`src/design/gfrm_pkg.sv`:
```
package gfrm_pkg;

    localparam int FIELD_BITS = 64;
    localparam int MULT_BITS  = 32;
    localparam int STEP_BITS  = 8;
    localparam int NUM_STAGES = MULT_BITS / STEP_BITS;

    localparam logic [3:0]  POLY_W4  = 4'h3;
    localparam logic [7:0]  POLY_W8  = 8'h1d;
    localparam logic [15:0] POLY_W16 = 16'h100b;
    localparam logic [31:0] POLY_W32 = 32'h0040_0007;

    typedef enum logic [1:0] {
        MODE_W4  = 2'd0,
        MODE_W8  = 2'd1,
        MODE_W16 = 2'd2,
        MODE_W32 = 2'd3
    } mode_t;

    localparam logic [1:0] CFG_WIDTH_MODE = 2'd0;
    localparam logic [1:0] CFG_MULTIPLIER = 2'd1;
    localparam logic [1:0] CFG_ACCUMULATE = 2'd2;

    typedef struct packed {
        logic [63:0] src_word;
        logic [63:0] dst_word;
        logic        last_in;
    } req_t;

    typedef struct packed {
        logic [63:0] out_word;
        logic        last_out;
    } rsp_t;

    typedef struct packed {
        logic [FIELD_BITS-1:0] acc;
        logic [FIELD_BITS-1:0] src;
        logic [FIELD_BITS-1:0] dst;
        logic                  last;
    } stage_t;

    // lane-wise multiply by x, reduced by the primitive polynomial of the width
    function automatic logic [FIELD_BITS-1:0] xtime(logic [FIELD_BITS-1:0] x, mode_t mode);
        logic [FIELD_BITS-1:0] r;
        r = '0;
        case (mode)
            MODE_W4:
            begin
                for (int i = 0; i < FIELD_BITS / 4; i++)
                begin
                    r[4*i +: 4] = {x[4*i +: 3], 1'b0} ^ (x[4*i+3] ? POLY_W4 : 4'h0);
                end
            end
            MODE_W8:
            begin
                for (int i = 0; i < FIELD_BITS / 8; i++)
                begin
                    r[8*i +: 8] = {x[8*i +: 7], 1'b0} ^ (x[8*i+7] ? POLY_W8 : 8'h0);
                end
            end
            MODE_W16:
            begin
                for (int i = 0; i < FIELD_BITS / 16; i++)
                begin
                    r[16*i +: 16] = {x[16*i +: 15], 1'b0}
                                    ^ (x[16*i+15] ? POLY_W16 : 16'h0);
                end
            end
            MODE_W32:
            begin
                for (int i = 0; i < FIELD_BITS / 32; i++)
                begin
                    r[32*i +: 32] = {x[32*i +: 31], 1'b0}
                                    ^ (x[32*i+31] ? POLY_W32 : 32'h0);
                end
            end
            default:
            begin
                r = '0;
            end
        endcase
        return r;
    endfunction

endpackage

```
`src/design/gfrm_stage.sv`:
```
module gfrm_stage (
    input  logic                                clk,
    input  logic                                rst_n,
    input  logic                                up_valid,
    output logic                                up_ready,
    input  gfrm_pkg::stage_t                    up,
    output logic                                dn_valid,
    input  logic                                dn_ready,
    output gfrm_pkg::stage_t                    dn,
    input  gfrm_pkg::mode_t                     mode,
    input  logic [gfrm_pkg::STEP_BITS-1:0]      mbits,
    input  logic                                fold_dst
);

    logic                              valid_reg;
    gfrm_pkg::stage_t                  data_reg;
    gfrm_pkg::stage_t                  data_next;
    logic [gfrm_pkg::FIELD_BITS-1:0]   acc;

    assign up_ready = !valid_reg || dn_ready;
    assign dn_valid = valid_reg;
    assign dn       = data_reg;

    // horner steps, multiplier bits msb first
    always_comb
    begin
        acc = up.acc;
        for (int i = gfrm_pkg::STEP_BITS - 1; i >= 0; i--)
        begin
            acc = gfrm_pkg::xtime(acc, mode) ^ (mbits[i] ? up.src : '0);
        end
        data_next      = up;
        data_next.acc  = acc ^ (fold_dst ? up.dst : '0);
    end

    always_ff @(posedge clk or negedge rst_n)
    begin
        if (!rst_n)
        begin
            valid_reg <= 1'b0;
        end
        else if (up_ready)
        begin
            valid_reg <= up_valid;
        end
    end

    always_ff @(posedge clk)
    begin
        if (up_ready && up_valid)
        begin
            data_reg <= data_next;
        end
    end

endmodule

```
`src/design/gf_region_const_multiply.sv`:
```
// throughput: one 64-bit word per cycle, a new request every cycle when unstalled
// four register stages, each doing 8 horner steps of the 32-bit aligned multiplier
// reset clears all stage valid bits and sets width_mode to w8, multiplier to 1,
// accumulate off; stage payload registers are not reset
module gf_region_const_multiply #(
    parameter int WORD_BITS = 64
) (
    input  logic                 clk,
    input  logic                 rst_n,
    input  logic                 cfg_we,
    input  logic [1:0]           cfg_index,
    input  logic [31:0]          cfg_data,
    input  logic                 req_valid,
    output logic                 req_stall,
    input  gfrm_pkg::req_t       req,
    output logic                 rsp_valid,
    input  logic                 rsp_stall,
    output gfrm_pkg::rsp_t       rsp
);

    localparam int ACTIVE_BITS = (WORD_BITS < gfrm_pkg::FIELD_BITS) ?
                                 WORD_BITS : gfrm_pkg::FIELD_BITS;
    localparam int LANE_BITS_W4  = (ACTIVE_BITS / 4) * 4;
    localparam int LANE_BITS_W8  = (ACTIVE_BITS / 8) * 8;
    localparam int LANE_BITS_W16 = (ACTIVE_BITS / 16) * 16;
    localparam int LANE_BITS_W32 = (ACTIVE_BITS / 32) * 32;
    localparam logic [gfrm_pkg::FIELD_BITS-1:0] MASK_W4  =
        {gfrm_pkg::FIELD_BITS{1'b1}} >> (gfrm_pkg::FIELD_BITS - LANE_BITS_W4);
    localparam logic [gfrm_pkg::FIELD_BITS-1:0] MASK_W8  =
        {gfrm_pkg::FIELD_BITS{1'b1}} >> (gfrm_pkg::FIELD_BITS - LANE_BITS_W8);
    localparam logic [gfrm_pkg::FIELD_BITS-1:0] MASK_W16 =
        {gfrm_pkg::FIELD_BITS{1'b1}} >> (gfrm_pkg::FIELD_BITS - LANE_BITS_W16);
    localparam logic [gfrm_pkg::FIELD_BITS-1:0] MASK_W32 =
        {gfrm_pkg::FIELD_BITS{1'b1}} >> (gfrm_pkg::FIELD_BITS - LANE_BITS_W32);

    gfrm_pkg::mode_t                    width_mode_reg;
    logic [gfrm_pkg::MULT_BITS-1:0]     multiplier_reg;
    logic                               accumulate_reg;

    logic [gfrm_pkg::MULT_BITS-1:0]     mult_aligned;
    logic [gfrm_pkg::FIELD_BITS-1:0]    lane_mask;

    logic                               stg_valid [gfrm_pkg::NUM_STAGES+1];
    logic                               stg_ready [gfrm_pkg::NUM_STAGES+1];
    gfrm_pkg::stage_t                   stg_data  [gfrm_pkg::NUM_STAGES+1];

    // configuration registers
    always_ff @(posedge clk or negedge rst_n)
    begin
        if (!rst_n)
        begin
            width_mode_reg <= gfrm_pkg::MODE_W8;
            multiplier_reg <= gfrm_pkg::MULT_BITS'(1);
            accumulate_reg <= 1'b0;
        end
        else if (cfg_we)
        begin
            unique case (cfg_index)
                gfrm_pkg::CFG_WIDTH_MODE: width_mode_reg <= gfrm_pkg::mode_t'(cfg_data[1:0]);
                gfrm_pkg::CFG_MULTIPLIER: multiplier_reg <= cfg_data;
                gfrm_pkg::CFG_ACCUMULATE: accumulate_reg <= cfg_data[0];
                default:
                begin
                end
            endcase
        end
    end

    // multiplier zero-extended to 32 bits, leading zero steps keep the accumulator at zero
    always_comb
    begin
        unique case (width_mode_reg)
            gfrm_pkg::MODE_W4:
            begin
                mult_aligned = {28'd0, multiplier_reg[3:0]};
                lane_mask    = MASK_W4;
            end
            gfrm_pkg::MODE_W8:
            begin
                mult_aligned = {24'd0, multiplier_reg[7:0]};
                lane_mask    = MASK_W8;
            end
            gfrm_pkg::MODE_W16:
            begin
                mult_aligned = {16'd0, multiplier_reg[15:0]};
                lane_mask    = MASK_W16;
            end
            gfrm_pkg::MODE_W32:
            begin
                mult_aligned = multiplier_reg;
                lane_mask    = MASK_W32;
            end
            default:
            begin
                mult_aligned = '0;
                lane_mask    = '0;
            end
        endcase
    end

    assign stg_valid[0]     = req_valid;
    assign stg_data[0].acc  = '0;
    assign stg_data[0].src  = req.src_word & lane_mask;
    assign stg_data[0].dst  = req.dst_word;
    assign stg_data[0].last = req.last_in;
    assign req_stall        = !stg_ready[0];

    for (genvar k = 0; k < gfrm_pkg::NUM_STAGES; k++)
    begin : g_stage
        gfrm_stage u_stage (
            .clk      (clk),
            .rst_n    (rst_n),
            .up_valid (stg_valid[k]),
            .up_ready (stg_ready[k]),
            .up       (stg_data[k]),
            .dn_valid (stg_valid[k+1]),
            .dn_ready (stg_ready[k+1]),
            .dn       (stg_data[k+1]),
            .mode     (width_mode_reg),
            .mbits    (mult_aligned[gfrm_pkg::MULT_BITS-1-k*gfrm_pkg::STEP_BITS -:
                                    gfrm_pkg::STEP_BITS]),
            .fold_dst ((k == gfrm_pkg::NUM_STAGES - 1) ? accumulate_reg : 1'b0)
        );
    end

    assign stg_ready[gfrm_pkg::NUM_STAGES] = !rsp_stall;
    assign rsp_valid    = stg_valid[gfrm_pkg::NUM_STAGES];
    assign rsp.out_word = stg_data[gfrm_pkg::NUM_STAGES].acc;
    assign rsp.last_out = stg_data[gfrm_pkg::NUM_STAGES].last;

`ifndef SYNTHESIS
    a_accept_fills_first: assert property (@(posedge clk) disable iff (!rst_n)
        req_valid && !req_stall |=> stg_valid[1])
        else $error("accepted transaction missing from first stage");

    a_stall_only_when_full: assert property (@(posedge clk) disable iff (!rst_n)
        req_stall |-> stg_valid[1])
        else $error("request stalled with empty first stage");

    a_free_output_no_stall: assert property (@(posedge clk) disable iff (!rst_n)
        !rsp_stall |-> !req_stall)
        else $error("request stalled while response side is free");

    a_last_stage_delivers: assert property (@(posedge clk) disable iff (!rst_n)
        stg_valid[gfrm_pkg::NUM_STAGES-1] && stg_ready[gfrm_pkg::NUM_STAGES-1]
        |=> rsp_valid)
        else $error("transaction lost entering output stage");
`endif

endmodule

```
`config.mk`:
```
export PLATFORM = sky130hd
export DESIGN_NAME = gf_region_const_multiply
export DESIGN_NICKNAME = d
export VERILOG_FILES = /design/src/design/gfrm_pkg.sv /design/src/design/gfrm_stage.sv /design/src/design/gf_region_const_multiply.sv
export SDC_FILE = /design/constraint.sdc
export NUM_CORES = 2
export LEC_CHECK = 0
export BUFFER_PORTS_ARGS = -buffer_cell sky130_fd_sc_hd__buf_2
export CORE_MARGIN = 10
export CORE_UTILIZATION = 62
export CTS_CLUSTER_DIAMETER = 150
export DETAILED_ROUTE_END_ITERATION = 12
export GPL_ROUTABILITY_DRIVEN = 0
export PLACE_DENSITY = 0.84
export SLEW_MARGIN = 15
export SYNTH_ARGS = -nofsm -noshare
export SYNTH_HDL_FRONTEND = slang
export SYNTH_SLANG_ARGS = --single-unit
```
`constraint.sdc`:
```
create_clock -name clk -period 16.06 [get_ports clk]
set_input_delay 3.212 -clock clk [delete_from_list [all_inputs] [get_ports clk]]
set_output_delay 3.212 -clock clk [all_outputs]
set_load 0.01 [all_outputs]
```
==> impl_metrics.csv <==
group,metric,value,unit
clocking,cts_setup_buffers,0,
clocking,post_cts_resized,0,
cells_and_area,nets,8797,
synthesis,synthDistinctLibCells,119,
min_path,hold_start,"g_stage[0].u_stage.dn[43]",
synthesis,synth_mux_area_share,2.548,%
clocking,cts_buffer_depth,3,
sta,slew_headroom,5.287,%
clocking,hold_buffers,0,
global_route,gr-total-overflow,0,
power,leakage,25.98,nW
cells_and_area,area_growth,3.693,%
clocking,cts_tree,"done",
synthesis,syn-num-nets,9228,
global_route,antenna_found_initial,11,
routing,drc,0,
cells_and_area,multiInputGateArea,0.04876,mm²
synthesis,synthAdderAreaFrac,0.1111,%
sta,finalSetupTns,0,ns
sta,holdWs,0.3934,ns
routing,ant_nets,0,
clocking,clk_pin_slew,0.06,ns
clocking,clkLatencyLatePin,0.73,ns
synthesis,synth_top_family_by_area,"XOR/XNOR gates",
setup_path,required,12.85,ns
sta,period_needed,7.170,ns
cells_and_area,post-route-util,65.03,%
sta,setup_viol,0,
outcome,outcome,"complete, no violations",
cells_and_area,seq_area,0.02033,mm²
sta,tightest_slew,1.421,ns
floorplanning,rows,125,
setup_path,startpoint,"rsp_stall",
setup_path,critPathCaptureType,"output pin",
clocking,root_buffer,"clkbuf_16",
routing,drt-initial-drc-count,11329,
synthesis,synthFlopType,"edfxtp_1",
floorplanning,start_util,62.72,%
min_path,hold_class,"reg -> reg",
routing,firstDrtPassIters,9,
sta,timing.final.crit_share,44.65,%
global_route,grtUsageTotal,35.60,%
placed_design,place_area,0.07328,mm²
placed_design,place_ws,8.898,ns
setup_path,critPathKind,"in -> out",
floorplanning,die-area,0.1322,mm²
floorplanning,die_y,363.5,µm
global_route,grt_pass1_vias,64742,
synthesis,async_reset_ff_share,5.710,%
placed_design,dp.cells,10075,
synthesis,avgSynthCellArea,8.076,µm²
synthesis,synth_compound_area_share,13.65,%
setup_path,cp.arrival,3.96,ns
clocking,htree_levels,3,
sta,skew,0.06075,ns
placed_design,dpl.hpwl,167.5,mm
synthesis,synth.cell_area,0.07317,mm²
sta,fmax,0.1395,GHz
cells_and_area,layout-drive-gt1-share,8.065,%
cells_and_area,layout.cells.non_filler,10224,
sta,fin_ws,8.890,ns
setup_path,r2r_cells,16,
job,cap_violations,0,
setup_path,startpoint_type,"input pin",
synthesis,synth-simple-area-share,18.24,%
routing,via_count,67725,
setup_path,cp_max_fo,4,
floorplanning,core-area,0.1167,mm²
power,power,18.84,mW
cells_and_area,final_area,0.07588,mm²
setup_path,timing.rr.end,"g_stage[1].u_stage.dn[177]",
synthesis,yosys_register_bits,683,
synthesis,synth_edf_count,644,
placed_design,io_buffers,234,
synthesis,yosysSeqAreaShare,27.77,%
synthesis,ys.warnings.count,0,
power,power_per_cell_area,248.4,mW/mm²
setup_path,crit-reg2reg-launch,"width_mode_reg[0]",
setup_path,r2r_slack,9.07,ns
cells_and_area,largest_reg_flops,644,
routing,via_per_inst,6.624,
min_path,hold_end,"g_stage[1].u_stage.dn[43]",
cells_and_area,fill_cells,9061,
sta,drv_slew,0,
routing,routed_wl,245.1,mm
min_path,hold_depth,0,
global_route,grt_start_max_net_pins,198,
global_route,grt_pass1_wl,375.3,mm
routing,wire_per_inst,23.98,µm
synthesis,synthCells,9060,
synthesis,synthXorXnorAreaFrac,31.98,%
floorplanning,num_io_pins,235,
sta,hold_viol,0,
clocking,numCtsBuffers,76,
clocking,cts.sinks,683,
floorplanning,fp.dieW,363.5,µm
sta,rsz0062_at_grt,"false",
power,peakVddDrop,143.8,µV
-- kinds of logic after synthesis --
kind of cell,count (synthesis)
xor+xnor,2539
buf+inv,893
simple gates,3227
mux,162
compound gates,1548
flops,683
fa+ha+maj,8
-- synthesized netlist by cell type (all sizes together), types with 28 or more instances --
cell,n,area (µm²)
clkbuf,379,1478
a21oi,423,2155
xor2,681,6077
a31oi,46,287.8
nand3,114,575.6
buf,481,2574
nand4,37,237.7
o21a,28,210.2
a21o,43,322.8
o211ai,91,713.2
and3,46,287.8
a22oi,88,670.6
o21ai,408,2049
dfrtp,37,925.9
nor2b,41,256.5
nor3,53,265.3
xnor2,1797,15930
edfxtp,644,19340
and2,65,407.9
o22ai,54,344.1
nand2b,42,262.8
mux2i,98,997.2
inv,33,123.9
mux2,51,574.3
nor2,419,1573
a211oi,101,808.3
nand2,2295,8617
xnor3,56,1266
a221oi,30,294.0
-- power by group --
| part | internal (mW) | switching, mW | total [mW] |
|---|---|---|---|
| clock network | 1.03 | 0.807 | 1.84 |
| logic | 5.52 | 7.93 | 13.4 |
| registers | 2.85 | 0.710 | 3.56 |
| total | 9.39 | 9.45 | 18.8 |
-- how the worst max path moves through the flow --
stage / cells after the start / to / slack (ns)
6_report: 5 / req_stall / 8.89
5_1_grt: 5 / req_stall / 8.83
4_1_cts: 5 / req_stall / 8.89
3_5_place_dp: 5 / req_stall / 8.90
3_3_place_gp: 5 / req_stall / 8.88
2_1_floorplan: 2 / g_stage[2].u_stage.dn[0] / 3.38
-- layer usage --
layer	routed length (µm)	up-vias	track usage (%)
met2	107400	5791	54.71
li1	-	29242	-
met5	35	-	0
met3	33780	1565	8.953
met1	83810	31121	43.61
met4	20160	6	24.89
-- worst max-delay path, cell delays in order --
cell and delay [ns]:
buf_2 0.12, and3_1 0.25, nand3_1 0.16, inv_1 0.09, buf_2 0.12
-- cells in the final DEF, fill, tap and decap left out, types with 40 or more instances in the layout --
cell	n
a22oi_1	86
o211ai_1	85
xor2_1	666
buf_4	110
o22ai_1	53
a211oi_1	91
and2_1	55
xnor2_1	1771
a21o_1	43
buf_2	234
nor3_1	53
nand2b_1	40
mux2_2	50
nand2_1	2293
a31oi_1	46
nand3_1	113
a21oi_1	417
clkbuf_16	76
mux2i_1	96
o21ai_0	376
nor2_1	418
edfxtp_1	644
xnor3_1	52
-- final cells by class --
type / count / area share [%]
multi-input cells: 7484 / 64.27
flip-flops and latches: 683 / 26.79
repair buffers: 351 / 2.817
clock buffers: 94 / 2.622
well taps: 1524 / 2.513
clock inverters: 47 / 0.7783
inverters: 33 / 0.1830
diodes: 8 / 0.02638
Power figures use the tool's default switching activity.
